[src/rtl/mrt_pkg.sv]
`timescale 1ns / 1ps
`default_nettype none
// ----------------------------------------------------------------------------
// mrt_pkg
// Shared widths, constants and types of the modular root table.
// ----------------------------------------------------------------------------
package mrt_pkg;

   // Residue width: the table has 2^WIDTH entries of WIDTH bits.
   localparam int WIDTH    = 16;
   localparam int FIELD_W  = 16;
   localparam int EXP_W    = 16;
   localparam int STEP_W   = $clog2(EXP_W);
   localparam int INDEX_W  = WIDTH + 1;

   localparam logic [EXP_W-1:0]  EXP_RESET = EXP_W'(23333);
   localparam logic [STEP_W-1:0] LAST_STEP = STEP_W'(EXP_W - 1);

   // Build sequencer states.
   typedef enum logic [1:0] {
      BUILD_CLEAR,
      BUILD_POW,
      BUILD_WRITE,
      BUILD_DONE
   } build_state_type;

   // Table write port.
   typedef struct packed {
      logic             en;
      logic [WIDTH-1:0] addr;
      logic [WIDTH-1:0] data;
   } wr_port_type;

   // Table read port.
   typedef struct packed {
      logic             en;
      logic [WIDTH-1:0] addr;
   } rd_port_type;

endpackage
`default_nettype wire

[src/rtl/mrt_query.sv]
`timescale 1ns / 1ps
`default_nettype none
// ----------------------------------------------------------------------------
// mrt_query
// Query pipeline: issues one table read per item and carries the read
// data into an output register that holds while the receiver stalls.
// ----------------------------------------------------------------------------
module mrt_query (
   input  wire logic                         clock,
   input  wire logic                         reset,
   input  wire logic                         table_ready,
   input  wire logic                         req_valid,
   output logic                              req_ready,
   input  wire logic [mrt_pkg::FIELD_W-1:0]  req_value,
   output logic                              rsp_valid,
   input  wire logic                         rsp_ready,
   output logic      [mrt_pkg::FIELD_W-1:0]  rsp_root,
   output mrt_pkg::rd_port_type              rd_port,
   input  wire logic [mrt_pkg::WIDTH-1:0]    rd_data
);

   localparam int W  = mrt_pkg::WIDTH;
   localparam int FW = mrt_pkg::FIELD_W;

   logic          read_valid_ff, read_valid_in;
   logic          out_valid_ff, out_valid_in;
   logic [FW-1:0] out_root_ff;
   logic          read_move;
   logic          accept;
   logic [FW+W-1:0] value_ext;
   logic [FW+W-1:0] data_ext;

   // The read stage moves on when the output register is free or emptying.
   assign read_move = read_valid_ff && (!out_valid_ff || rsp_ready);
   assign req_ready = table_ready && (!read_valid_ff || read_move);
   assign accept    = req_valid && req_ready;

   // Residue address is the low WIDTH bits of the value.
   assign value_ext    = {{W{1'b0}}, req_value};
   assign rd_port.en   = accept;
   assign rd_port.addr = value_ext[W-1:0];

   // Root field carries the low bits of the stored root.
   assign data_ext = {{FW{1'b0}}, rd_data};

   always_comb begin
      read_valid_in = accept || (read_valid_ff && !read_move);
      out_valid_in  = read_move || (out_valid_ff && !rsp_ready);
   end

   // Valid flags.
   always_ff @(posedge clock) begin
      if (reset) begin
         read_valid_ff <= 1'b0;
         out_valid_ff  <= 1'b0;
      end else begin
         read_valid_ff <= read_valid_in;
         out_valid_ff  <= out_valid_in;
      end
   end

   // Output payload.
   always_ff @(posedge clock) begin
      if (read_move) begin
         out_root_ff <= data_ext[FW-1:0];
      end
   end

   assign rsp_valid = out_valid_ff;
   assign rsp_root  = out_root_ff;

endmodule
`default_nettype wire
[config.mk]
export PLATFORM = sky130hd
export DESIGN_NAME = mrt_query
export DESIGN_NICKNAME = d
export VERILOG_FILES = /design/src/rtl/mrt_pkg.sv /design/src/rtl/mrt_query.sv
export SDC_FILE = /design/constraint.sdc
export NUM_CORES = 1
export LEC_CHECK = 0
export BUFFER_PORTS_ARGS = -buffer_cell sky130_fd_sc_hd__buf_2
export CAP_MARGIN = 20
export CORE_MARGIN = 2
export CORE_UTILIZATION = 34
export CTS_CLUSTER_SIZE = 8
export DETAILED_ROUTE_END_ITERATION = 6
export PLACE_DENSITY = 0.75
export SYNTH_ARGS = -nofsm -noshare
export SYNTH_HDL_FRONTEND = slang
export SYNTH_SLANG_ARGS = --single-unit
[constraint.sdc]
create_clock -name clock -period 1.44 [get_ports clock]
set_input_delay 0.144 -clock clock [delete_from_list [all_inputs] [get_ports clock]]
set_output_delay 0.144 -clock clock [all_outputs]
set_load 0.05 [all_outputs]
Word-level counts from Yosys, hierarchy flattened:

Cells that the tools add are included.

* bits in registers: 18
* input port bits: 37
* output and inout port bits: 35
* word-level logic and storage cells: 16

* reduce and logical (&&, ||, !) cells: 13

Operator list (count)
* $logic_and 1x1->1: 5
* $logic_not 1->1: 4
* $logic_or 1x1->1: 4

Logic depth before layout (Yosys ltp):

Gate-level depths: netlist of run 1.

* depth in word-level cells: 7
* mapped depth: 3
* depth with buffers taken out: 2

Worst setup path after synthesis of run 1:

Ideal clock, no wire load.

* path type: register to register
* from: register out_valid_ff (netlist: rsp_valid)
* to: register out_root_ff[0] (netlist: rsp_root[0]) (enable)
* setup time: 0.374 ns
* arrival: 1.082 ns
* required time: 1.066 ns
* path slack: -0.016 ns
* cell stages (with the launch flop): 3
* path buffers: 0
* period minus slack after synthesis: 1.456 ns
* cells stage by stage: dfxtp_1 -> nand2b_1 -> and2_1

* cells in the longest elaborated chain, start to end: 3

RTL lines
* start: declaration: RTL line mrt_query.sv:26 `logic out_valid_ff, out_valid_in;`
* start signal: assignment: RTL line mrt_query.sv:58 `out_valid_ff <= out_valid_in;`
* $logic_not 1->1: RTL line mrt_query.sv:34 `assign read_move = read_valid_ff && (!out_valid_ff || rsp_ready);`
* $logic_or 1x1->1: RTL line mrt_query.sv:34
* $logic_and 1x1->1: RTL line mrt_query.sv:34
* named net read_move: RTL line mrt_query.sv:28 `logic read_move;`
* end signal: assignment: RTL line mrt_query.sv:65 `out_root_ff <= data_ext[FW-1:0];`
* end: declaration: RTL line mrt_query.sv:27 `logic [FW-1:0] out_root_ff;`

The timed path passes the listed nets, and every way through them passes these cells.
A chain may end at the register's enable or synchronous reset.

Worst setup path after layout of run 1:

* from: register read_valid_ff
* to: output port req_ready

* cells in the longest elaborated chain, start to end: 3
* elaborated cells on any way between the ends: 4
* classes of those cells: 4 x reduce/logical

RTL lines
* start: declaration: RTL line mrt_query.sv:25 `logic read_valid_ff, read_valid_in;`
* start signal: assignment: RTL line mrt_query.sv:57 `read_valid_ff <= read_valid_in;`
* $logic_not 1->1 or $logic_and 1x1->1 (tied branches): RTL line mrt_query.sv:35, mrt_query.sv:34
* $logic_or 1x1->1 (*): RTL line mrt_query.sv:35 `assign req_ready = table_ready && (!read_valid_ff || read_move);`
* $logic_and 1x1->1 (*): RTL line mrt_query.sv:35
* end: declaration: RTL line mrt_query.sv:13 `output logic req_ready,`

Every way passes the cells marked *; elsewhere a longest branch is shown, timed or not.

==> flow_metrics.env, run 1 <==
export IMPL_row_count=16
export IMPL_cts_resized=0
export IMPL_synthSimpleGateAreaFrac=0.05197
export IMPL_hold_viol=0
export IMPL_post_dp_cell_area_sq_um=800.8
export IMPL_synth_edf_count=16
export IMPL_synth_area_leader_cell="edfxtp_1"
export IMPL_synth_avg_cell_area_sq_um=15.87
export IMPL_setup_viol=0
export IMPL_layout_min_cycle_time_ns=1.261
export IMPL_grt_pass1_wl_um=1455
export IMPL_reg2reg_slack_ns=0.36
export IMPL_whs_ns=0.03479
export IMPL_drt_iter0_markers=2
export IMPL_syn_instance_count=44
export IMPL_max_cap_viol_count=0
export IMPL_cp_data_arrival_time_ns=1.12
export IMPL_drive_above_1_share=0.6143
export IMPL_cp_max_fo=3
export IMPL_synth_top_cells_by_count="buf_4 (17), edfxtp_1 (16), a21oi_1 (2), and2_1 (2), dfxtp_1 (2)"
export IMPL_postLayoutCoreUtil=0.4259
export IMPL_diodes=0
export IMPL_intPower_mw=0.7273
export IMPL_synth_cell_types=10
export IMPL_pin_count=72
export IMPL_ir_worst_vdd_mv=0.3671
export IMPL_p_leak_nw=0.3507
export IMPL_p_comb_frac=0.123
export IMPL_hpwl_um=804.7
export IMPL_rsz0062_at_grt="false"
export IMPL_finish_net_count=108
export IMPL_vias_per_cell=3.784
export IMPL_clk_latency_ns=0.27
export IMPL_grt_pass1_vias=342
export IMPL_dr_pass1_iters=2
export IMPL_path_clk_slew_ns=0.08
export IMPL_coreArea_sq_mm=0.001942
export IMPL_grt_max_degree=17
export IMPL_post_cts_setup_buffers=0
export IMPL_synth_top_family_by_area="buffers and inverters"
export IMPL_cts_buffer_depth=2
export IMPL_ys_seq_area_frac=0.7455
export IMPL_synth_top_cell_area_share=0.6882
export IMPL_synth_mux_area_frac=0
export IMPL_detail_route_wl_per_cell_um=9.784
export IMPL_wl_um=949
export IMPL_startpoint_type="flop"
export IMPL_grt_ovfl_total=0
export IMPL_ys_top_cells_by_area="edfxtp_1 (69%), buf_4 (18%), dfxtp_1 (5.7%)"
export IMPL_syn_nets=81
export IMPL_async_flop_share=0
export IMPL_final_area_sq_um=827.0
export IMPL_yosysMostFrequentCell="buf_4"
export IMPL_p_switching_mw=0.2070
export IMPL_synthAdderAreaFrac=0
export IMPL_route_detailed_drc=0
export IMPL_p_seq_frac=0.632
export IMPL_crit_type="reg -> out"
export IMPL_syn_area_sq_um=698.2
export IMPL_yosys_warnings=0
export IMPL_hp_class="in -> reg"
export IMPL_place_gp_congestion=0.6754
export IMPL_dieWidth_um=49.32
export IMPL_vias=367
export IMPL_p_per_area_mw_per_mm2=1130
export IMPL_fin_crit_sh=0.8760
export IMPL_io_buffers=39
export IMPL_synthFlopType="edfxtp_1"
export IMPL_htreeDepth=1
export IMPL_areaGrowthSynthToFinish_pct=18.46
export IMPL_skew_ns=0.002077
export IMPL_max_clock_freq_ghz=0.7927
export IMPL_initial_core_util=0.3595
export IMPL_die_h_um=49.32
export IMPL_worstPathRequired_ns=1.30
export IMPL_antenna_found_initial=0
export IMPL_maxSlewHeadroom=0.7797
export IMPL_swShare=0.2215
export IMPL_cts_buffers_inserted=3
export IMPL_synth_compound_area_share=0.01434
export IMPL_cts_root_buf="clkbuf_4"
export IMPL_die_area_sq_mm=0.002432
export IMPL_antenna_left=0
export IMPL_synth_xor_xnor_area_share=0
export IMPL_setup_tns_ns=0
export IMPL_worst_slew_pin_slew_ns=0.3305
export IMPL_p_total_mw=0.9342
export IMPL_synth_seq_cells=18
export IMPL_end_kind="output pin"
export IMPL_pwr_share_clk=0.245
export IMPL_track_usage=0.08202
export IMPL_finalMaxSlewViolations=0
export IMPL_hold_buffers=0
export IMPL_status="completed"
export IMPL_cts_tree="done"
export IMPL_clock_sinks=18
-- stage by stage --
step / setup slack (ns) / std cells
2_1_floorplan: 0.1122 / 44
3_3_place_gp: 0.3710 / 93
3_5_place_dp: 0.3426 / 93
4_1_cts: 0.1537 / 97
5_1_grt: 0.08479 / 97
6_report: 0.1785 / 97
-- worst max-delay path, stage by stage (launching register included) --
cell and delay [ns]:
dfxtp_1 0.35, nand3b_1 0.12, and2_1 0.17, buf_2 0.20
-- sequential cells by signal, indices dropped and copies added, names as in the netlist --
register and cells:
rsp_valid 1, read_valid_ff 1, rsp_root 16
-- worst paths after layout --
check	start	end	depth (start not counted)
worst max-delay path	read_valid_ff	req_ready	3
worst min-delay path	reset	rsp_valid	2
worst max register to register	rsp_valid	rsp_root[5]	2
worst min register to register	read_valid_ff	rsp_valid	2
-- logic make-up after synthesis --
logic type | count (synthesis)
buffers and inverters | 18
AO/OA/AOI/OAI | 2
AND/OR/NAND/NOR | 6
flip-flops | 18
-- layout make-up --
type	instances	area, sq um
Inverter	1	3.754
Clock buffer	4	26.28
Tap cell	27	33.78
Sequential cell	18	520.5
Timing Repair Buffer	39	195.2
Multi-Input combinational cell	8	47.55
Fill cell	187	1115
-- routing by layer --
| metal | share of wire | routed length [um] | global-route usage |
|---|---|---|---|
| met1 | 0.37 | 351 | 0.08367 |
| met2 | 0.44 | 422 | 0.1306 |
| met3 | 0.18 | 168 | 0.04601 |
| met4 | 0.0063 | 6 | 0.04762 |
| met5 | 0 | 0 | 0 |
-- power groups by stage --
stage	Sequential [mW]	Combinational, mW	Clock [mW]
5_1_grt	0.592	0.123	0.265
2_1_floorplan	0.653	0.144	0
3_3_place_gp	0.602	0.116	0
3_5_place_dp	0.603	0.117	0
4_1_cts	0.591	0.117	0.245
6_report	0.590	0.115	0.229
-- placed cells by master, fill, tap and decap left out, drive strengths merged --
cell type	netlist	layout
buf	17	39
edfxtp	16	16
clkbuf	0	4
a21oi	2	2
dfxtp	2	2
and2	2	2
nand3b	1	1
nand2	1	1
nor2b	1	1
nand2b	1	1
inv	1	1
Note: power is estimated with default switching activity, not from simulation.
==> run 2, diff against run 1 <==
--- a/config.mk
+++ b/config.mk
@@ -8,10 +8,10 @@
 export BUFFER_PORTS_ARGS = -buffer_cell sky130_fd_sc_hd__buf_2
 export CAP_MARGIN = 20
 export CORE_MARGIN = 2
-export CORE_UTILIZATION = 34
+export CORE_UTILIZATION = 25
 export CTS_CLUSTER_SIZE = 8
 export DETAILED_ROUTE_END_ITERATION = 6
-export PLACE_DENSITY = 0.75
+export PLACE_DENSITY = 0.57
 export SYNTH_ARGS = -nofsm -noshare
 export SYNTH_HDL_FRONTEND = slang
 export SYNTH_SLANG_ARGS = --single-unit
==> run 2 against run 1 <==
  * Worst hold slack worse by 0.0019 ns
  * Routed wire length increased by 24%
  * Non-clock buffer count stayed put
  * Final area up 0.61%
  * Core utilization is 12 points lower
  * Total power is 1.4% higher
  * Largest cell class unchanged
==> flow_metrics.env, run 2 (same netlist as run 1, synthesis figures left out) <==
export IMPL_grt_ovfl_total=0
export IMPL_clk_latency_ns=0.28
export IMPL_cts_tree="done"
export IMPL_cts_resized=0
export IMPL_io_buffers=39
export IMPL_hold_viol=0
export IMPL_startpoint_type="flop"
export IMPL_final_cell_mix="buf_2 (39), edfxtp_1 (16), clkbuf_4 (3), a21oi_1 (2), dfxtp_1 (2)"
export IMPL_pin_count=72
export IMPL_route_detailed_drc=0
export IMPL_vias=402
export IMPL_place_gp_congestion=0.6397
export IMPL_clock_sinks=18
export IMPL_detail_route_wl_per_cell_um=11.65
export IMPL_reg2reg_depth=2
export IMPL_p_leak_nw=0.3507
export IMPL_cp_max_fo=3
export IMPL_maxSlewHeadroom=0.7590
export IMPL_grt_pass1_vias=413
export IMPL_skew_ns=0.01008
export IMPL_reg2reg_slack_ns=0.33
export IMPL_crit_family="flip-flops"
export IMPL_whs_ns=0.03288
export IMPL_crit_type="reg -> out"
export IMPL_critPathMaxStageDelay_ns=0.35
export IMPL_antenna_found_initial=0
export IMPL_worst_slew_pin_slew_ns=0.3616
export IMPL_die_area_sq_mm=0.003231
export IMPL_vias_per_cell=3.980
export IMPL_r2r_end="rsp_root[1]"
export IMPL_die_h_um=56.85
export IMPL_track_usage=0.07648
export IMPL_rsz0062_at_grt="false"
export IMPL_worst_r2r_startpoint="rsp_valid"
export IMPL_htreeDepth=1
export IMPL_hold_buffers=0
export IMPL_worstPathRequired_ns=1.30
export IMPL_setup_tns_ns=0
export IMPL_coreArea_sq_mm=0.002710
export IMPL_drt_iter0_markers=8
export IMPL_layout_commonest_cell="buf_2"
export IMPL_p_total_mw=0.9474
export IMPL_wl_um=1177
export IMPL_holdPathEnd="rsp_root[7]"
export IMPL_cts_buffer_depth=2
export IMPL_ff_latch_area_sq_um=520.5
export IMPL_pre_cts_ws_ns=0.3127
export IMPL_finish_net_count=108
export IMPL_p_per_area_mw_per_mm2=1139
export IMPL_finalMaxSlewViolations=0
export IMPL_path_clk_slew_ns=0.10
export IMPL_fill_cells=285
export IMPL_busiest_layer="met2"
export IMPL_setup_viol=0
export IMPL_hold_depth=1
export IMPL_worst_path_max_delay_cell="dfxtp_1"
export IMPL_dr_pass1_iters=4
export IMPL_grtUsageMet2=0.1246
export IMPL_status="completed"
export IMPL_postLayoutCoreUtil=0.3070
export IMPL_layout_min_cycle_time_ns=1.256
export IMPL_diodes=0
export IMPL_multi_input_area_sq_um=47.55
export IMPL_min_from="rd_data[7]"
export IMPL_max_clock_freq_ghz=0.7964
export IMPL_initial_core_util=0.2576
export IMPL_use_met1=0.07434
export IMPL_hpwl_um=971.3
export IMPL_areaGrowthSynthToFinish_pct=19.18
export IMPL_post_cts_setup_buffers=0
export IMPL_end_kind="output pin"
export IMPL_cp_num_buf_inv=1
export IMPL_cp_data_arrival_time_ns=1.11
export IMPL_largest_reg_flops=16
export IMPL_grt_max_degree=17
export IMPL_antenna_left=0
export IMPL_ir_worst_vdd_mv=0.3961
export IMPL_cts_root_buf="clkbuf_4"
export IMPL_crit_chain="nand3b_1 > and2_1 > buf_2"
export IMPL_max_cap_viol_count=0
export IMPL_fin_ws_ns=0.1843
export IMPL_cts_buffers_inserted=3
export IMPL_gr_usage_met3=0.03917
export IMPL_dieWidth_um=56.85
export IMPL_grt_pass1_wl_um=1814
export IMPL_hp_class="in -> reg"
export IMPL_fin_crit_sh=0.8720
export IMPL_row_count=19
export IMPL_drive_above_1_share=0.6143
==> run 2: cell counts in the layout (fill, tap and decap cells not counted) <==
Identical to the previous run, type by type.
==> run 2: through the flow <==
step	cell area [sq um]	instances
floorplan	699.4	44
global placement	805.8	97
detailed placement	805.8	97
CTS	832.0	101
global route	832.0	101
finish	832.0	101
==> run 2: report_power, final <==
part | leakage [nW] | switching, mW | internal, mW
sequential | 0.163 | 0.00418 | 0.586
combinational | 0.172 | 0.0830 | 0.0339
clock | 0.0150 | 0.133 | 0.107
==> run 2: layout make-up <==
| type | instances | share of cell area |
|---|---|---|
| sequential | 18 | 0.6256 |
| clock buffer | 4 | 0.03158 |
| multi-input combinational | 8 | 0.05714 |
| inverter | 1 | 0.004511 |
| timing repair buffer | 39 | 0.2346 |
| tap | 31 | 0.04662 |
==> run 2: how the worst max path moves through the flow <==
| stage | start | to | slack, ns | cells past startpoint |
|---|---|---|---|---|
| floorplan | rsp_valid | rsp_root[0] | 0.11 | 2 |
| CTS | read_valid_ff | rd_port[16] | 0.16 | 3 |
| global route | rsp_valid | rd_port[16] | 0.1 | 3 |
| global placement | rsp_valid | rsp_root[10] | 0.36 | 2 |
| detailed placement | rsp_valid | rsp_root[2] | 0.31 | 2 |
| finish | read_valid_ff | req_ready | 0.18 | 3 |
==> run 2: routing by layer <==
| layer | wire length (um) | up-vias |
|---|---|---|
| li1 | - | 184 |
| met1 | 442 | 183 |
| met2 | 547 | 31 |
| met3 | 179 | 4 |
| met4 | 8 | 0 |
| met5 | 0 | - |
==> run 2: worst register-to-register path, cell delays in order, from the launching register on <==
cell and delay, ns:
dfxtp_1 0.33, nand2b_1 0.08, and2_2 0.38
==> run 3, diff against run 2 <==
==> constraint.sdc (replaced) <==
create_clock -name clock -period 1.5 [get_ports clock]
set_input_delay 0.15 -clock clock [delete_from_list [all_inputs] [get_ports clock]]
set_output_delay 0.15 -clock clock [all_outputs]
set_load 0.05 [all_outputs]
==> run 3 against run 2 <==
  * Global-route usage decreased by 0.67 points
  * Clock skew decreased by 0.0010 ns
  * Via count decreased by 2.5%
  * Routed wire length increased by 2.0%
  * Count of clock-buffer cells in the layout unchanged
  * Non-clock buffer count increased by 1
  * Final cell count increased by 0.99%
  * Sequential power decreased by 4.1%
  * Setup slack improved by 0.063 ns
  * Worst hold slack improved by 0.0046 ns
  * Sequential share of layout area decreased by 0.47 points
  * First-iteration DRC count increased by 38%
==> flow_metrics.env, run 3 (same netlist as run 1, synthesis figures left out) <==
export IMPL_worst_path_max_delay_cell="dfxtp_1"
export IMPL_multi_input_area_sq_um=46.29
export IMPL_crit_start="rsp_valid"
export IMPL_setup_tns_ns=0
export IMPL_ir_worst_vdd_mv=0.5233
export IMPL_finish_net_count=109
export IMPL_cts_resized=0
export IMPL_initial_core_util=0.2576
export IMPL_cts_tree="done"
export IMPL_ff_latch_area_sq_um=520.5
export IMPL_detail_route_wl_per_cell_um=11.76
export IMPL_htreeDepth=1
export IMPL_coreArea_sq_mm=0.002710
export IMPL_max_cap_viol_count=0
export IMPL_grt_pass1_vias=337
export IMPL_grt_pass1_wl_um=1607
export IMPL_swShare=0.2321
export IMPL_skew_ns=0.009062
export IMPL_final_cell_mix="buf_2 (39), edfxtp_1 (16), clkbuf_4 (3)"
export IMPL_crit_chain="nand3b_1 > and2_1 > buf_2"
export IMPL_die_h_um=56.85
export IMPL_fill_cells=282
export IMPL_p_leak_nw=0.3553
export IMPL_drive_above_1_share=0.6056
export IMPL_die_area_sq_mm=0.003231
export IMPL_io_buffers=39
export IMPL_hold_buffers=0
export IMPL_areaGrowthSynthToFinish_pct=20.07
export IMPL_critPathMaxStageDelay_ns=0.35
export IMPL_cts_buffer_depth=2
export IMPL_p_switching_mw=0.2115
export IMPL_cp_max_fo=3
export IMPL_wl_um=1200
export IMPL_pin_count=72
export IMPL_p_per_area_mw_per_mm2=1087
export IMPL_whs_ns=0.03745
export IMPL_worst_r2r_startpoint="rsp_valid"
export IMPL_grt_max_degree=17
export IMPL_reg2reg_slack_ns=0.44
export IMPL_startpoint_type="flop"
export IMPL_path_clk_slew_ns=0.10
export IMPL_intPower_mw=0.6995
export IMPL_worstPathRequired_ns=1.35
export IMPL_rsz0062_at_grt="false"
export IMPL_pwr_share_clk=0.253
export IMPL_finalMaxSlewViolations=0
export IMPL_p_seq_frac=0.622
export IMPL_antenna_found_initial=0
export IMPL_p_comb_frac=0.124
export IMPL_maxSlewHeadroom=0.8319
export IMPL_hold_viol=0
export IMPL_max_clock_freq_ghz=0.7981
export IMPL_end_kind="output pin"
export IMPL_setup_viol=0
export IMPL_row_count=19
export IMPL_vias_per_cell=3.843
export IMPL_crit_family="flip-flops"
export IMPL_min_from="rd_data[7]"
export IMPL_cp_num_buf_inv=1
export IMPL_worst_slew_pin_slew_ns=0.2539
export IMPL_diodes=0
export IMPL_vias=392
export IMPL_grt_ovfl_total=0
export IMPL_clock_sinks=18
export IMPL_drt_iter0_markers=11
export IMPL_cp_data_arrival_time_ns=1.10
export IMPL_largest_reg_flops=16
export IMPL_dieWidth_um=56.85
export IMPL_antenna_left=0
export IMPL_cts_root_buf="clkbuf_4"
export IMPL_place_gp_congestion=0.6332
export IMPL_layout_min_cycle_time_ns=1.253
export IMPL_fin_crit_sh=0.8353
export IMPL_dr_pass1_iters=4
export IMPL_crit_type="reg -> out"
export IMPL_layout_commonest_cell="buf_2"
export IMPL_clk_latency_ns=0.28
export IMPL_cts_buffers_inserted=3
export IMPL_status="completed"
export IMPL_post_cts_setup_buffers=0
export IMPL_hp_class="in -> reg"
export IMPL_route_detailed_drc=0
export IMPL_track_usage=0.06981
run 3: path summary, 6_finish.rpt:
kind / end / depth (start not counted)
worst max-delay path: req_ready / 3
worst min-delay path: rsp_root[7] / 1
worst max register to register: rsp_root[14] / 3
worst min register to register: rsp_valid / 2
run 3: worst register-to-register path: cells and delay by family (launching register included):
family        cells  cell delay (ns)
simple gates      2             0.20
buf+inv           1             0.22
flops             1             0.33
run 3: per-layer routing:
layer  global-route usage  vias to the layer above  part of all wire
met5                    0                        -                 0
met4              0.05648                        0             0.018
met3              0.03456                        6              0.18
met2               0.1063                       33              0.46
met1              0.07164                      166              0.34
li1                     -                      187                 -
run 3: through the flow:
| step | cells | cell area (sq um) | power [mW] | util | setup WS [ns] |
|---|---|---|---|---|---|
| floorplan | 44 | 698.2 | 0.7653 | - | 0.04415 |
| detailed placement | 98 | 812.0 | 0.6939 | 0.2996 | 0.4428 |
| global placement | 98 | 812.0 | 0.6917 | 0.2996 | 0.4740 |
| finish | 102 | 838.3 | 0.9110 | 0.3093 | 0.2471 |
| global route | 102 | 838.3 | 0.9455 | 0.3093 | 0.1740 |
| CTS | 102 | 838.3 | 0.9265 | 0.3093 | 0.2287 |
run 3: power by group through the flow:
stage / logic, mW / registers [mW] / clock network [mW]
global route: 0.121 / 0.569 / 0.256
global placement: 0.114 / 0.578 / 0
detailed placement: 0.115 / 0.579 / 0
CTS: 0.115 / 0.567 / 0.244
floorplan: 0.138 / 0.627 / 0
finish: 0.113 / 0.567 / 0.231
run 3: final cells by class:
cell class,instances,share of cell area
repair buffers,40,0.2418
clock buffers,4,0.03134
flip-flops and latches,18,0.6209
multi-input cells,8,0.05522
well taps,31,0.04627
inverters,1,0.004478
