## src/rtl/mrt_pkg.sv

```systemverilog
`timescale 1ns / 1ps
`default_nettype none
// ----------------------------------------------------------------------------
// mrt_pkg
// Shared widths, constants and types of the modular root table.
// ----------------------------------------------------------------------------
package mrt_pkg;

   // Residue width: the table has 2^WIDTH entries of WIDTH bits.
   localparam int WIDTH    = 16;
   localparam int FIELD_W  = 16;
   localparam int EXP_W    = 16;
   localparam int STEP_W   = $clog2(EXP_W);
   localparam int INDEX_W  = WIDTH + 1;

   localparam logic [EXP_W-1:0]  EXP_RESET = EXP_W'(23333);
   localparam logic [STEP_W-1:0] LAST_STEP = STEP_W'(EXP_W - 1);

   // Build sequencer states.
   typedef enum logic [1:0] {
      BUILD_CLEAR,
      BUILD_POW,
      BUILD_WRITE,
      BUILD_DONE
   } build_state_type;

   // Table write port.
   typedef struct packed {
      logic             en;
      logic [WIDTH-1:0] addr;
      logic [WIDTH-1:0] data;
   } wr_port_type;

   // Table read port.
   typedef struct packed {
      logic             en;
      logic [WIDTH-1:0] addr;
   } rd_port_type;

endpackage
`default_nettype wire

```

## src/rtl/mrt_builder.sv

```systemverilog
`timescale 1ns / 1ps
`default_nettype none
// ----------------------------------------------------------------------------
// mrt_builder
// Holds the exponent, clears the root table and refills it by raising
// every base to the exponent with square-and-multiply, one bit a cycle.
// ----------------------------------------------------------------------------
module mrt_builder (
   input  wire logic                         clock,
   input  wire logic                         reset,
   input  wire logic                         csr_wen,
   input  wire logic [mrt_pkg::EXP_W-1:0]    csr_wdata,
   output mrt_pkg::wr_port_type              wr_port,
   output logic                              table_ready
);

   localparam int W = mrt_pkg::WIDTH;

   mrt_pkg::build_state_type state_ff, state_in;
   logic [mrt_pkg::EXP_W-1:0]   exponent_ff, exponent_in;
   logic [mrt_pkg::INDEX_W-1:0] index_ff, index_in;
   logic [mrt_pkg::STEP_W-1:0]  step_ff, step_in;
   logic [mrt_pkg::EXP_W-1:0]   shift_ff, shift_in;
   logic [W-1:0]                acc_ff, acc_in;
   logic [W-1:0]                sq_ff, sq_in;
   logic [2*W-1:0]              acc_prod;
   logic [2*W-1:0]              sq_prod;
   logic                        restart;
   logic                        last_index;

   // A write of a new exponent, or any write before the table is done, rebuilds.
   assign restart    = csr_wen &&
                       ((csr_wdata != exponent_ff) || (state_ff != mrt_pkg::BUILD_DONE));
   assign last_index = (index_ff[W-1:0] == {W{1'b1}});

   // One square-and-multiply step.
   assign acc_prod = acc_ff * sq_ff;
   assign sq_prod  = sq_ff * sq_ff;

   // Next state.
   always_comb begin
      state_in = state_ff;
      case (state_ff)
         mrt_pkg::BUILD_CLEAR: begin
            if (last_index) begin
               state_in = mrt_pkg::BUILD_POW;
            end
         end
         mrt_pkg::BUILD_POW: begin
            if (step_ff == mrt_pkg::LAST_STEP) begin
               state_in = mrt_pkg::BUILD_WRITE;
            end
         end
         mrt_pkg::BUILD_WRITE: begin
            if (last_index) begin
               state_in = mrt_pkg::BUILD_DONE;
            end else begin
               state_in = mrt_pkg::BUILD_POW;
            end
         end
         mrt_pkg::BUILD_DONE: begin
            state_in = mrt_pkg::BUILD_DONE;
         end
         default: begin
            state_in = mrt_pkg::BUILD_CLEAR;
         end
      endcase
      if (restart) begin
         state_in = mrt_pkg::BUILD_CLEAR;
      end
   end

   // Datapath: counters and the exponentiation registers.
   always_comb begin
      exponent_in = exponent_ff;
      index_in    = index_ff;
      step_in     = step_ff;
      shift_in    = shift_ff;
      acc_in      = acc_ff;
      sq_in       = sq_ff;
      case (state_ff)
         mrt_pkg::BUILD_CLEAR: begin
            if (last_index) begin
               // Start the first base, zero.
               index_in = '0;
               step_in  = '0;
               shift_in = exponent_ff;
               acc_in   = W'(1);
               sq_in    = '0;
            end else begin
               index_in = index_ff + mrt_pkg::INDEX_W'(1);
            end
         end
         mrt_pkg::BUILD_POW: begin
            if (shift_ff[0]) begin
               acc_in = acc_prod[W-1:0];
            end
            sq_in    = sq_prod[W-1:0];
            shift_in = shift_ff >> 1;
            step_in  = step_ff + mrt_pkg::STEP_W'(1);
         end
         mrt_pkg::BUILD_WRITE: begin
            // Move on to the next base.
            index_in = index_ff + mrt_pkg::INDEX_W'(1);
            step_in  = '0;
            shift_in = exponent_ff;
            acc_in   = W'(1);
            sq_in    = index_ff[W-1:0] + W'(1);
         end
         default: begin
         end
      endcase
      if (restart) begin
         exponent_in = csr_wdata;
         index_in    = '0;
      end
   end

   // Outputs: table write port and ready flag.
   always_comb begin
      wr_port.en   = 1'b0;
      wr_port.addr = index_ff[W-1:0];
      wr_port.data = '0;
      table_ready  = 1'b0;
      case (state_ff)
         mrt_pkg::BUILD_CLEAR: begin
            wr_port.en = 1'b1;
         end
         mrt_pkg::BUILD_WRITE: begin
            wr_port.en   = 1'b1;
            wr_port.addr = acc_ff;
            wr_port.data = index_ff[W-1:0];
         end
         mrt_pkg::BUILD_DONE: begin
            table_ready = 1'b1;
         end
         default: begin
         end
      endcase
   end

   // Control registers.
   always_ff @(posedge clock) begin
      if (reset) begin
         state_ff    <= mrt_pkg::BUILD_CLEAR;
         exponent_ff <= mrt_pkg::EXP_RESET;
         index_ff    <= '0;
      end else begin
         state_ff    <= state_in;
         exponent_ff <= exponent_in;
         index_ff    <= index_in;
      end
   end

   // Exponentiation registers.
   always_ff @(posedge clock) begin
      step_ff  <= step_in;
      shift_ff <= shift_in;
      acc_ff   <= acc_in;
      sq_ff    <= sq_in;
   end

endmodule
`default_nettype wire

```

## config.mk

```make
export PLATFORM = sky130hd
export DESIGN_NAME = mrt_builder
export DESIGN_NICKNAME = d
export VERILOG_FILES = /design/src/rtl/mrt_pkg.sv /design/src/rtl/mrt_builder.sv
export SDC_FILE = /design/constraint.sdc
export NUM_CORES = 1
export LEC_CHECK = 0
export BUFFER_PORTS_ARGS = -buffer_cell sky130_fd_sc_hd__buf_2
export CAP_MARGIN = 20
export CORE_MARGIN = 5
export CORE_UTILIZATION = 45
export DETAILED_ROUTE_END_ITERATION = 12
export PLACE_DENSITY = 0.62
export SKIP_LAST_GASP = 1
export SLEW_MARGIN = 20
export SYNTH_ARGS = -nofsm -noshare
export SYNTH_HDL_FRONTEND = slang
export SYNTH_SLANG_ARGS = --single-unit
```

## constraint.sdc

```tcl
create_clock -name clock -period 17.15 [get_ports clock]
set_input_delay 3.43 -clock clock [delete_from_list [all_inputs] [get_ports clock]]
set_output_delay 3.43 -clock clock [all_outputs]
set_load 0.01 [all_outputs]
```

## After elaboration in Yosys (flattened, before gate mapping)

Index checks and enable logic that the tools add are counted.

| operators by class | value |
|---|---|
| $add $sub $neg | 3 |
| multipliers | 2 |
| divide/modulo/power cells | 0 |
| order comparisons | 0 |
| eq/ne operators | 10 |
| shift operators | 0 |
| multiplexer cells | 18 |
| bitwise logic cells | 0 |
| reduce and logical (&&, ||, !) cells | 10 |

Operator list:

| operator | number |
|---|---|
| 16-bit one-hot mux with 3 select lines | 3 |
| 16-bit 2-to-1 mux | 4 |
| 17-bit one-hot mux with 2 select lines | 1 |
| 16-bit by 16-bit multiplier with 16-bit output | 2 |
| 32-bit 2-to-1 mux | 1 |
| 17-bit by 1-bit adder with 17-bit output (second input constant) | 1 |
| 17-bit 2-to-1 mux | 1 |
| 16-bit by 1-bit adder with 16-bit output (second input constant) | 1 |
| 16-bit == test (second input constant) | 1 |
| 16-bit != test | 1 |
| 4-bit one-hot mux with 3 select lines | 1 |
| 2-bit != test (second input constant) | 4 |
| 2-bit one-hot mux with 4 select lines | 1 |
| 2-bit 2-to-1 mux | 3 |
| 4-bit by 1-bit adder with 4-bit output (second input constant) | 1 |
| 2-bit == test (second input constant) | 2 |
| 4-bit == test (second input constant) | 1 |
| 4-bit 2-to-1 mux | 1 |
| 2-bit AND reduction | 2 |
| 2-bit OR reduction | 2 |
| 3-bit AND reduction | 1 |
| 3-bit nonzero test | 1 |
| 2-bit by 1-bit == test with 1-bit output (second input constant) | 1 |
| 2-bit logical NOT | 1 |
| 4 further kinds | 5 |

| word-level totals | value |
|---|---|
| bits in registers | 87 |
| bits in latches | 0 |
| RAM bits | 0 |
| bits in read-only memories | 0 |
| input bits | 19 |
| output and inout bits | 34 |
| word-level logic and storage cells | 50 |
| memories | 0 |

## Logic depth before layout (Yosys ltp)

Gate-level depths: netlist of run 1.

| logic depth | value |
|---|---|
| depth in word-level cells | 4 |
| depth in mapped cells | 23 |
| mapped depth without buffers | 22 |

## Worst setup path before layout of run 1

Ideal clock, no wire load.

| path | value |
|---|---|
| path type | register -> register |
| start | register sq_ff[6] |
| end | register acc_ff[15] (data pin) |
| setup time | 0.255 ns |
| data arrival time | 5.359 ns |
| data required time | 16.895 ns |
| setup slack | 11.536 ns |
| stages on the path, launching flop included | 22 |
| period minus slack after synthesis | 5.614 ns |
| cells stage by stage | edfxtp_1 buf_2 clkbuf_1 nand2_1 fa_1 inv_1 fa_1 inv_1 fa_1 inv_1 fa_1 inv_1 fa_1 inv_1 fa_1 xor2_1 xnor2_1 xnor2_1 xnor2_1 xnor3_1 xnor2_1 and2_1 |

| between the ends | value |
|---|---|
| longest elaborated chain between the ends | 3 |

RTL lines:

| item | line | RTL |
|---|---|---|
| start: declaration | mrt_builder.sv:25 | `logic [W-1:0] sq_ff, sq_in;` |
| start signal: assignment | mrt_builder.sv:160 | `sq_ff <= sq_in;` |
| 16-bit by 16-bit multiplier with 16-bit output | mrt_builder.sv:37 | `assign acc_prod = acc_ff * sq_ff;` |
| 16-bit 2-to-1 mux | mrt_builder.sv:95 | `if (shift_ff[0]) begin` |
| 16-bit one-hot mux with 3 select lines | mrt_builder.sv:81 | `case (state_ff)` |
| end signal: assignment | mrt_builder.sv:159 | `acc_ff <= acc_in;` |
| end: declaration | mrt_builder.sv:24 | `logic [W-1:0] acc_ff, acc_in;` |

No other way between the ends. The select of a mux whose other input is x is not followed.
A chain may end at the register's enable or synchronous reset.

## Worst setup path after layout of run 1

| path | value |
|---|---|
| start | register sq_ff[3] |
| end | register sq_ff[15] (data pin) |

| between the ends | value |
|---|---|
| longest elaborated chain between the ends | 2 |

RTL lines:

| item | line | RTL |
|---|---|---|
| 16-bit by 16-bit multiplier with 16-bit output | mrt_builder.sv:38 | `assign sq_prod = sq_ff * sq_ff;` |
| 16-bit one-hot mux with 3 select lines | mrt_builder.sv:81 |  |
| via sq_in[15] | mrt_builder.sv:25 |  |

The timed path passes the listed nets, and every way through them passes these cells.

==> run summary, run 1 <==
The flow ran to the end, and the final reports show no timing, DRC or antenna violations. The die area came out at 28900 um2. The placeable core region is around 25000 um2. Of the cells placed in the final design, the portion with a size suffix greater than 1 is 9.29%. The count of buffers added by post-CTS timing repair for setup came out at 0. Once detail routing completed, the nets flagged for antenna violations numbered 0. The final design instance area without fill is about 12000 um2. Once routing completed, OpenROAD measured the worst setup slack at 11.05 ns. The total wire length after detailed routing came out at 26100 um.

The number of antenna violations at the first check in global routing is 0. For this design the static power due to leakage is 6.01 nW. The average size of a mapped cell is approximately 9.2 um2. The number of gates given a new drive strength after cts came out at 0. The share of synthesized cell area in full adder, half adder and majority cells is 36.9%. The mux cell area share after synthesis is 3.63%. The routed wirelength normalized by instance count came out at 16.3 um. The TritonCTS clock tree is built. The largest net degree at the start of global routing is 42. The power per cell area came out at roughly 35 nW/um2. The half-perimeter wire length after detailed placement came out at 20100 um.

The number of search-and-repair iterations in the first detailed-routing pass is 6. Synthesis handed over a netlist of 1250 instances. For this run, the post-layout net count is about 1500.

The transition at the pin with the smallest max-transition slack is 1.04 ns. Clock tree synthesis selected as its root buffer the cell clkbuf_16. The fraction of synthesized cell area in xor and xnor cells came out at 7.42%. The residual overflow from global routing came out at 0. The vertical die dimension is approximately 170 um.

The fraction of post-synthesis cell area in the top cell type by area is 25.5%. The effective utilization at floorplan came out at 45.8%. The number of enable flip-flop cells after synthesis is 52. Routability-driven placement finished with a final weighted congestion of 0.818. The number of hold-repair buffers added at the cts stage came out at 0. The share of synthesized registers carrying an async set or reset is 0%. The critical path data arrival time is 6.17 ns.

Among all flip-flop cells after synthesis, the most frequent one is edfxtp_1. The total global-route track usage came out at 19.1%. The count of vias placed by the detailed router is 8174. The sequential fraction of the synthesis area is just under 20%. The number of max-slew violations in the final report came out at 0. The most repeated cell in the gate-level netlist after synthesis is inv_1. The complex-gate fraction of the synthesized area came out at about 6.2%. In this run the deepest clock path goes through 2 buffers.

After synthesis, the largest family of logic cells by area is adder cells. The count of synthesis-stage warnings from yosys is 0. The number of top-level pins came out at 53. For the final routed database, the setup TNS stands at 0 ns.

The via count of the first global-routing pass came out at 8688. The maximum clock rate is 164 MHz. The commonest cells after synthesis are 254 x inv_1, 147 x fa_1, 138 x nand2_1. The count of input and output buffers came out at between 50 and 60. Before CTS, the worst setup slack after placement is ~11 ns. The simple-gate area share of the yosys netlist came out at 16.1%. The highest net fanout along the worst path came out at 14. Hold is met by 0.523 ns. The synthesized design contains 86 register bits. The worst vdd rail ir drop came out at ~0.000048 V. The period utilization came out at 35.6%. The minimum clock period after layout is 6.10 ns.

The min-delay analysis places its worst path in the category flip-flop to flip-flop. Clock-pin slew was measured on the worst setup and hold paths at 0.07 ns. The die outline width is about 170 um.

Setup violations remaining at the end of the flow were counted as 0. The kind of critical path is flip-flop to flip-flop. Of all cell types, the one taking the most synthesized area is fa_1. The category of the worst setup path capture point is a flip-flop. The antenna cell count is 0.

The wire length of the first global-routing pass is 44700 um. The total number of H-tree levels is 3. Measured against its own limit, the worst slew margin works out to 30.5%. The first-iteration detailed-routing DRC count came out at about 380. The cell area after synthesis is 11500 um2.

Row generation in the floorplan step produced 58 rows. The total power is about 0.44 mW. The number of clock sinks seen by CTS came out at 86. The number of unique standard cell types used by synthesis came out at 63. From synthesis to final layout, the design area changed by 7.06%. STA classifies the critical path startpoint as a flip-flop. After detailed routing, the number of vias per cell comes to 5.11.

The post-synth net total is roughly 1500. Ranked by total cell area, the synthesized netlist is headed by fa_1 26%, edfxtp_1 14%, ha_1 11%. The clock latency reported for the late side of the worst-skew pair came out at around 0.34 ns. The required time of the critical path is 17.22 ns. In this run the cell area measured after placement is 12000 um2. The hold violation total from the final report came out at 0. The CTS buffer count is 9. The post-detailed-route DRC marker count is 0. Setup repair after global routing left no endpoint under its margin. The setup skew after layout is 0.00708 ns.

The max-capacitance violation count is 0.
through the flow:
step / cells / utilization (%)
5_1_grt: 1600 / 49.0
6_report: 1600 / 49.0
3_3_place_gp: 1584 / 47.8
3_5_place_dp: 1584 / 47.8
4_1_cts: 1600 / 49.0
2_1_floorplan: 1250 / -
metal layers:
| layer | global-route usage [%] | vias up | part of all wire [%] |
|---|---|---|---|
| li1 | - | 3917 | - |
| met1 | 27.0 | 4009 | 46 |
| met3 | 2.58 | 30 | 5.4 |
| met2 | 31.5 | 218 | 47 |
| met4 | 4.27 | 0 | 1.5 |
| met5 | 0 | - | 0 |
registers in the layout (all words and copies together) (netlist names):
signal and flops:
index_ff 16, exponent_ff 16, shift_ff 16, state_ff 2
step_ff 4, acc_ff 16, sq_ff 16
worst paths after layout:
kind                           startpoint                            to  slack, ns  depth (start not counted)
max reg2reg            sq_ff[3]$_DFFE_PP_           sq_ff[15]$_DFFE_PP_      11.05                         20
min          exponent_ff[12]$_SDFFE_PP1P_  exponent_ff[12]$_SDFFE_PP1P_       0.52                          1
max                    sq_ff[3]$_DFFE_PP_           sq_ff[15]$_DFFE_PP_      11.05                         20
min reg2reg  exponent_ff[12]$_SDFFE_PP1P_  exponent_ff[12]$_SDFFE_PP1P_       0.52                          1
logic make-up (layout without fill, tap and decap cells):
logic type,after synthesis,in the layout
XOR/XNOR,96,96
multiplexers,38,38
AND/OR/NAND/NOR,364,364
adder cells (fa/ha/maj),252,252
flip-flops,86,86
buffers and inverters,311,331
AO/OA/AOI/OAI,103,103
worst max-delay path, cell delays in order, from the launching register on:
cell and delay [ns]:
edfxtp_1 0.70, buf_4 0.30, nand2_1 0.15, fa_1 0.56
fa_1 0.55, inv_1 0.05, fa_1 0.50, inv_1 0.05
fa_1 0.53, inv_1 0.05, fa_1 0.48, inv_1 0.06
fa_1 0.48, inv_1 0.05, ha_1 0.33, a21o_1 0.17
a21oi_1 0.20, nor3b_1 0.21, a21oi_1 0.10, xnor2_1 0.18
o22ai_1 0.10
placed cells by master (no fill, tap or decap), types with 34 or more instances in the layout:
master	n
inv_1	254
fa_1	147
nand2_1	138
and2_1	112
ha_1	105
xnor2_1	56
edfxtp_1	52
buf_2	52
nor2_1	42
xor2_1	39
dfxtp_1	34
cell type report:
class / instances / area, um2
Clock buffer: 9 / 225
Clock inverter: 7 / 73.8
Fill cell: 2347 / 12800
Inverter: 255 / 957
Multi-Input combinational cell: 853 / 8110
Sequential cell: 86 / 2240
Tap cell: 330 / 413
Timing Repair Buffer: 60 / 320
power breakdown:
part           switching [mW]  leakage, nW  internal [mW]
Combinational         0.00767         5.13        0.00812
Sequential            0.00286        0.733          0.220
Clock                  0.0946        0.147          0.103
Total                   0.105         6.01          0.331
(Power assumes the default switching activity.)
==> inputs of run 2 (changes only) <==
- PLACE_DENSITY: 0.62 -> 0.65
- clock period: 17.15 -> 5.22 ns (I/O delays scaled with it)
==> run 2 against run 1 <==
Combinational power increased to 3.3 times the previous value. Routed wire length increased by 8.7%. Critical endpoint is now acc_ff[15]$_SDFFCE_PN0P_. First-iteration DRC count increased by 40%. The run now ends with negative setup slack left. Setup slack got worse by 11 ns. Sequential power increased to 3.3 times the previous value.
==> run summary, run 2 (same netlist as run 1, synthesis figures left out) <==
The total number of H-tree levels is 3 (unchanged). The total number of placement rows came out at 58 (unchanged). Following the worst setup path forward leads to its endpoint at acc_ff[15]$_SDFFCE_PN0P_. TritonCTS built the clock tree. The max-capacitance violation count is 0 (unchanged).

The worst register-to-register path ends at acc_ff[15]$_SDFFCE_PN0P_. The proportion of layout cells with a drive suffix above 1 was 25.5% (+16 points). The checks that failed: negative setup slack. Relative to the synthesized area, the layout overhead comes to 21.2%.

The part of the power in registers came out at 51.6% (+0.6 points). The CTS buffer count was 9 (unchanged). The worst-case headroom to the max-slew limit was 31.3% (+0.87 points). The library cells used most frequently in the layout, excluding fill and tap cells, are 233 x inv_1, 143 x fa_1, 132 x buf_4. The routed via count divided by cell count came out at 5.01 (-2.0%).

In this run the critical register-to-register path is launched from sq_ff[4]$_DFFE_PP_. The total wire length after detailed routing came out at 28400 um (+8.7%). The residual overflow from global routing is 0 (unchanged). The core occupancy in the finished layout is 55.5% (+6.5 points). Setup repair after global routing could not meet its margin everywhere. The placeable core region was 25200 um2 (unchanged). The first-iteration detailed-routing DRC count came out at 526 (+40%). The share of total power consumed by net switching is 23.6% (-0.51 points).

The part of the total power dissipated in combinational logic is 3.6% (about the same). The launching element type of the critical path is a flip-flop. The count of input and output buffers came out at 52 (unchanged). The final setup slack of the worst path came out at -0.178 ns (-11.22 ns). The clock-pin transition on the worst setup and hold timing paths came to 0.07 ns (about the same).

The minimum clock period after layout came out at 5.40 ns (-0.707 ns). The worst reg-to-reg setup slack is -0.18 ns (-11.22 ns). The final net count is 1684 (+9.6%). The leakage dissipation is 6.80 nW (+13%). The critical path is of the flip-flop to flip-flop type. The number of antenna violations at the first check in global routing is 0 (unchanged). The library cell used most frequently in the layout, excluding fill and tap cells, is inv_1.

The critical path data arrival time is 5.49 ns (-0.68 ns). The antenna cell count is 0 (unchanged). The half-perimeter wire length after detailed placement is 22600 um (+13%). The run finished, with violations left. The number of hold-repair buffers added at the cts stage came to 0 (unchanged). The required time of the critical path is 5.31 ns (-11.91 ns). The placer congestion estimate is 0.894 (+9.3%). The post-detailed-route DRC marker count is 0 (unchanged). The number of cells on the worst reg-to-reg path was 20 (unchanged). The number of max-slew violations in the final report came to 0 (unchanged). The wire length of the first global-routing pass is 46200 um (+3.5%). STA classifies the critical path endpoint as a flip-flop.

The via count of the first global-routing pass was 9046 (+4.1%). The fill cell instance count of the final layout came out at 2206 (-6.0%). The number of top-level pins is 53 (unchanged). The cell-internal power is 1.08 mW (+230%). The vertical die dimension came out at 170 um (unchanged). The worst vdd rail ir drop came to 0.000179 V (+270%). The largest buffer count on any clock path was 2 (unchanged). The maximum clock rate is 185 MHz (+13%). The count of vias placed by the detailed router came out at 8755 (+7.1%). The total of endpoints with negative setup slack in the final report is 5 (+5). The number of search-and-repair iterations in the first detailed-routing pass came out at 5 (-1). The switching power of the nets came out at 0.334 mW (+220%). The non-filler instance count after layout came to 1748 (+9.3%). The period utilization is 103% (+68 points).

The placed instance count came out at 1695 (+7.0%). The hold violation total from the final report is 0 (unchanged). The clock latency reported for the late side of the worst-skew pair came out at 0.35 ns (about the same). The die outline width is 170 um (unchanged). The total global-route track usage came out at 19.8% (+0.70 points). The post-placement worst setup slack came out at -0.419 ns (-11.53 ns). The power share of the clock group came out at 44.7% (-0.6 points). The number of clock sinks seen by CTS was 86 (unchanged). The path class of the tightest hold or removal check is flip-flop to flip-flop. The root buffer cell chosen for the clock tree is clkbuf_16. The effective utilization at floorplan is 45.8% (unchanged). The highest net fanout along the worst path came out at 10 (-4). The total power came out at 1.42 mW (+220%).

The routed wirelength normalized by instance count is 16.2 um (-0.54%). The most critical setup path has its startpoint at sq_ff[4]$_DFFE_PP_. The power per cell area came out at 101 nW/um2 (+190%).

The transition at the pin with the smallest max-transition slack is 1.03 ns (-0.0130 ns). The largest net degree at the start of global routing came out at 40 (-4.8%). The die area came out at 28900 um2 (unchanged). The number of antenna-violating nets in the routed design was 0 (unchanged).

The final-layout worst hold slack is 0.524 ns (+0.000564 ns). The setup skew after layout came out at 0.0141 ns (+0.00700 ns).
run 2: cell count changes in the layout (fill, tap and decap cells not counted), sizes merged:
cell,previous run,this run
inv,258,260
buf,60,208
clkinv,4,2
run 2: area by class of cell:
class,instances,area [um2],area share [%]
Sequential cell,86,2240,16.1
Clock inverter,7,60.1,0.430
Multi-Input combinational cell,853,8540,61.1
Tap cell,330,413,2.96
Timing Repair Buffer,208,1530,11.0
Clock buffer,9,225,1.61
Inverter,255,957,6.85
run 2: how the worst min path moves through the flow:
stage	from	to	slack (ns)	depth (start not counted)
5_1_grt	exponent_ff[2]$_SDFFE_PP1P_	exponent_ff[2]$_SDFFE_PP1P_	0.54	1
2_1_floorplan	exponent_ff[0]$_SDFFE_PP1P_	exponent_ff[0]$_SDFFE_PP1P_	0.48	1
3_5_place_dp	exponent_ff[2]$_SDFFE_PP1P_	exponent_ff[2]$_SDFFE_PP1P_	0.50	1
4_1_cts	exponent_ff[2]$_SDFFE_PP1P_	exponent_ff[2]$_SDFFE_PP1P_	0.52	1
3_3_place_gp	exponent_ff[2]$_SDFFE_PP1P_	exponent_ff[2]$_SDFFE_PP1P_	0.50	1
6_report	exponent_ff[0]$_SDFFE_PP1P_	exponent_ff[0]$_SDFFE_PP1P_	0.52	1
run 2: layer usage:
metal	vias to the layer above	share of wire, %	global-route usage (%)
met5	-	0	0
met4	0	2.4	4.83
met3	46	4.4	2.74
met2	199	46	32.5
met1	4295	47	28.0
li1	4215	-	-
run 2: worst max-delay path, cell delays in order (launching register included):
cell and delay, ns:
edfxtp_1 0.35, buf_4 0.19, buf_4 0.15, nand2_2 0.06, fa_1 0.54, inv_1 0.05
fa_1 0.48, inv_1 0.05, fa_1 0.50, inv_1 0.06, fa_1 0.54, inv_1 0.06
fa_1 0.47, fa_1 0.54, inv_2 0.06, ha_4 0.21, or2_2 0.30, a21oi_2 0.16
a21oi_2 0.07, xnor2_1 0.14, and2_1 0.16
run 2: power by group through the flow:
| stage | Combinational [mW] | Sequential, mW | Clock, mW |
|---|---|---|---|
| 2_1_floorplan | 0.0369 | 0.744 | 0 |
| 3_3_place_gp | 0.0508 | 0.747 | 0 |
| 3_5_place_dp | 0.0515 | 0.747 | 0 |
| 4_1_cts | 0.0518 | 0.732 | 0.642 |
| 5_1_grt | 0.0572 | 0.733 | 0.671 |
| 6_report | 0.0517 | 0.732 | 0.634 |
run 2: what timing repair did:
item | in CTS | in global routing
buffers inserted | 33 | 4
pin swaps | 76 | 27
resized for setup | 86 | 46
setup endpoints to repair | 12 | 13
gates cloned | 1 | 0
run 2: metrics by stage:
stage / cell area, um2 / setup TNS (ns)
CTS: 13800 / -0.433
detailed placement: 12900 / -2.03
global placement: 12900 / -1.84
finish: 14000 / -0.408
global route: 14000 / -1.95
floorplan: 11600 / 0
==> inputs of run 3 (changes only) <==
- CELL_PAD_IN_SITES_DETAIL_PLACEMENT: unset -> 0
- CELL_PAD_IN_SITES_GLOBAL_PLACEMENT: unset -> 2
- CORE_UTILIZATION: 45 -> 37
- PLACE_DENSITY: 0.65 -> 0.8
==> run 3 against run 2 <==
The flow still finishes with violations (negative setup slack). Non-clock buffer count is 17 higher. Clock power is 6.5% higher. Register-to-register slack worse by 0.04 ns. Total power is 3.0% higher. Design area is 1.6% higher. Routed wire length is 7.2% higher. Cell count is 4.8% higher. Sequential power hardly changed. Die area is 20% higher. Setup slack worse by 0.038 ns. Maximum frequency is 0.70% lower. Sequential share of layout area is 0.25 points lower.
==> run summary, run 3 (same netlist as run 1, synthesis figures left out) <==
The flow ran to the end, but the final reports show violations. The checks that failed: negative setup slack. The dominant cell type by count on the critical path is fa_1.

The worst vdd rail ir drop came out at 0.000196 V (+9.3%). The path class of the tightest hold or removal check is flip-flop to flip-flop. The number of hold-repair buffers added at the cts stage was 0 (unchanged).

The total of endpoints with negative setup slack in the final report is 10 (+5). The share of total power consumed by net switching came out at 23.1% (-0.48 points). The maximum clock rate came to 184 MHz (-0.70%). The placer congestion estimate came out at 0.854 (-4.5%). The cell family contributing the most delay on the critical path is adder cells.

The leakage dissipation is 6.90 nW (+1.4%). The effective utilization at floorplan is 37.6% (-8.2 points). The count of vias placed by the detailed router is 8693 (-0.71%). The part of the total power dissipated in combinational logic is 3.7% (about the same).

The wire length of the first global-routing pass came out at 49900 um (+8.0%). The number of antenna violations at the first check in global routing is 1 (+1). The clock latency reported for the late side of the worst-skew pair came out at 0.35 ns (about the same). The largest buffer count on any clock path came out at 2 (unchanged).

The routed via count divided by cell count was 4.75 (-5.3%). The fill cell instance count of the final layout came out at 2934 (+33%). The vertical die dimension was 186 um (+9.7%).

The CTS buffer count came out at 9 (unchanged). The worst-case headroom to the max-slew limit came to 31.9% (+0.56 points). TritonCTS built the clock tree. The number of max-slew violations in the final report came out at 0 (unchanged). On the critical path, the stage with the largest delay is an instance of fa_2. The highest net fanout along the worst path is 3 (-7). The core occupancy in the finished layout came out at 46.3% (-9.2 points).

The number of cells on the worst reg-to-reg path came to 20 (unchanged). The max-capacitance violation count is 0 (unchanged). The die outline width is 186 um (+9.7%). The final-layout worst hold slack is 0.517 ns (-0.00644 ns).

The post-synthesis to final-layout area growth is 23.2%. The path length in cells of the critical path came out at 20 (unchanged). The routed wirelength normalized by instance count is 16.6 um (+2.3%).

The proportion of layout cells with a drive suffix above 1 came out at 25.4% (-0.093 points). The placeable core region is 30700 um2 (+22%). The number of buffer and inverter instances along the worst setup path is 5 (-2). The total wire length after detailed routing came out at 30400 um (+7.2%). The total negative slack was -1.08 ns (-0.670 ns). The number of clock sinks seen by CTS came out at 86 (unchanged). The switching power of the nets came to 0.337 mW (+0.91%). The total number of H-tree levels came out at 3 (unchanged). The final net count came to 1701 (+1.0%). Setup repair after global routing could not meet its margin everywhere. The setup skew after layout is 0.00983 ns (-0.00426 ns). The largest stage delay on the critical path is 0.56 ns (+0.02 ns). The post-detailed-route DRC marker count came out at 0 (unchanged). The via count of the first global-routing pass is 9363 (+3.5%). STA classifies the critical path endpoint as a flip-flop.

The library cell used most frequently in the layout, excluding fill and tap cells, is inv_1. The worst reg-to-reg setup slack came out at -0.22 ns (-0.04 ns). The final design instance area without fill came out at 14200 um2 (+1.6%). The most critical setup path has its endpoint at acc_ff[15]$_SDFFCE_PN0P_.

The transition at the pin with the smallest max-transition slack came out at 1.02 ns (-0.00841 ns). The power per cell area is 103 nW/um2 (+1.4%). The total number of placement rows came out at 64 (+10%). The hold violation total from the final report is 0 (unchanged). In the layout the commonest cells are 232 x inv_1, 150 x buf_4, 141 x fa_1. The required time of the critical path came to 5.32 ns (about the same).

The count of input and output buffers is 52 (unchanged). The number of search-and-repair iterations in the first detailed-routing pass is 5 (unchanged). Clock tree synthesis selected as its root buffer the cell clkbuf_16. The number of top-level pins came out at 53 (unchanged). The endpoint identified for the worst register-to-register timing path is acc_ff[15]$_SDFFCE_PN0P_. The cell area after placement came out at 13200 um2 (+2.3%).

The cell-internal power came out at 1.12 mW (+3.7%). The first-iteration detailed-routing DRC count was 360 (-32%). The final setup slack of the worst path is -0.216 ns (-0.0383 ns). The power share of the clock group was 46.2% (+1.5 points).

The total power is 1.46 mW (+3.0%). The part of the power in registers came to 50.1% (-1.5 points). The residual overflow from global routing came out at 0 (unchanged). The signal on the critical path passes through buf_6 > and2_4 > fa_1 > inv_2 > fa_2 > inv_2 > fa_1 > ha_4 > fa_1 > inv_1 > fa_1 > inv_2 > ha_4 > a21o_1 > a21o_1 > a22o_1 > a21oi_2 > a21oi_2 > xnor2_1 > and2_1. The total global-route track usage is 17.6% (-2.2 points). By startpoint and endpoint, the worst setup path is classified as flip-flop to flip-flop. The launching element type of the critical path is a flip-flop. The critical path data arrival time came out at 5.54 ns (+0.05 ns). The half-perimeter wire length after detailed placement was 24700 um (+8.9%).

The period utilization is 104% (+0.73 points). The number of antenna-violating nets in the routed design is 0 (unchanged). In this run the worst setup path begins at acc_ff[5]$_SDFFCE_PN0P_.

The largest net degree at the start of global routing is 42 (+5.0%). The clock-pin transition on the worst setup and hold timing paths came out at 0.07 ns (about the same). The minimum clock period after layout was 5.44 ns (+0.0383 ns). The die area came out at 34800 um2 (+20%). In this run the critical register-to-register path is launched from acc_ff[5]$_SDFFCE_PN0P_.
-- run 3: timing repair --
action / CTS / global route
buffers inserted: 23 / 9
cloned: 1 / 0
resized for setup: 66 / 45
pin swaps: 64 / 42
setup endpoints to repair: 12 / 14
-- run 3: layout make-up --
cell class / count / area, um2 / share of cell area [%]
antenna: 1 / 2.50 / 0.0176
clock buffer: 11 / 264 / 1.86
clock inverter: 5 / 43.8 / 0.309
inverter: 255 / 957 / 6.74
multi-input combinational: 853 / 8500 / 59.9
sequential: 86 / 2240 / 15.8
tap: 396 / 495 / 3.49
timing repair buffer: 225 / 1690 / 11.9
-- run 3: layer usage --
layer | GRT usage, % | up-vias | share of wire (%) | routed length, um
met5 | 0 | - | 0 | 0
met4 | 3.73 | 0 | 1.1 | 345
met3 | 1.70 | 22 | 3.0 | 925
met2 | 29.5 | 145 | 48 | 14600
met1 | 25.0 | 4276 | 48 | 14500
li1 | - | 4250 | - | -
-- run 3: stage by stage --
stage,setup WS (ns),instances
after floorplan,0.00404,1250
after global placement,-0.428,1783
after detailed placement,-0.468,1783
after CTS,-0.202,1822
after global routing,-0.372,1832
final,-0.216,1832
-- run 3: power groups by stage --
stage | logic (mW) | clock network, mW | registers (mW)
2_1_floorplan | 0.0369 | 0 | 0.744
3_3_place_gp | 0.0534 | 0 | 0.747
3_5_place_dp | 0.0545 | 0 | 0.748
4_1_cts | 0.0548 | 0.689 | 0.732
5_1_grt | 0.0594 | 0.720 | 0.733
6_report | 0.0537 | 0.675 | 0.732
-- run 3: worst min-delay path by stage --
stage	startpoint	end	slack, ns	cells after the start
global route	exponent_ff[8]$_SDFFE_PP1P_	exponent_ff[8]$_SDFFE_PP1P_	0.55	1
floorplan	exponent_ff[0]$_SDFFE_PP1P_	exponent_ff[0]$_SDFFE_PP1P_	0.48	1
CTS	exponent_ff[8]$_SDFFE_PP1P_	exponent_ff[8]$_SDFFE_PP1P_	0.52	1
detailed placement	exponent_ff[8]$_SDFFE_PP1P_	exponent_ff[8]$_SDFFE_PP1P_	0.50	1
finish	exponent_ff[8]$_SDFFE_PP1P_	exponent_ff[8]$_SDFFE_PP1P_	0.52	1
global placement	exponent_ff[8]$_SDFFE_PP1P_	exponent_ff[8]$_SDFFE_PP1P_	0.49	1
-- run 3: worst reg2reg max path: cells and delay by family, from the launching register on --
kind / cells / cell delay, ns
AOI/OAI and AO/OA: 5 / 0.87
and+or+nand+nor: 2 / 0.30
adders and majority gates: 7 / 3.03
xor gates and xnor gates: 1 / 0.13
DFF: 1 / 0.51
buffers and inverters: 5 / 0.36
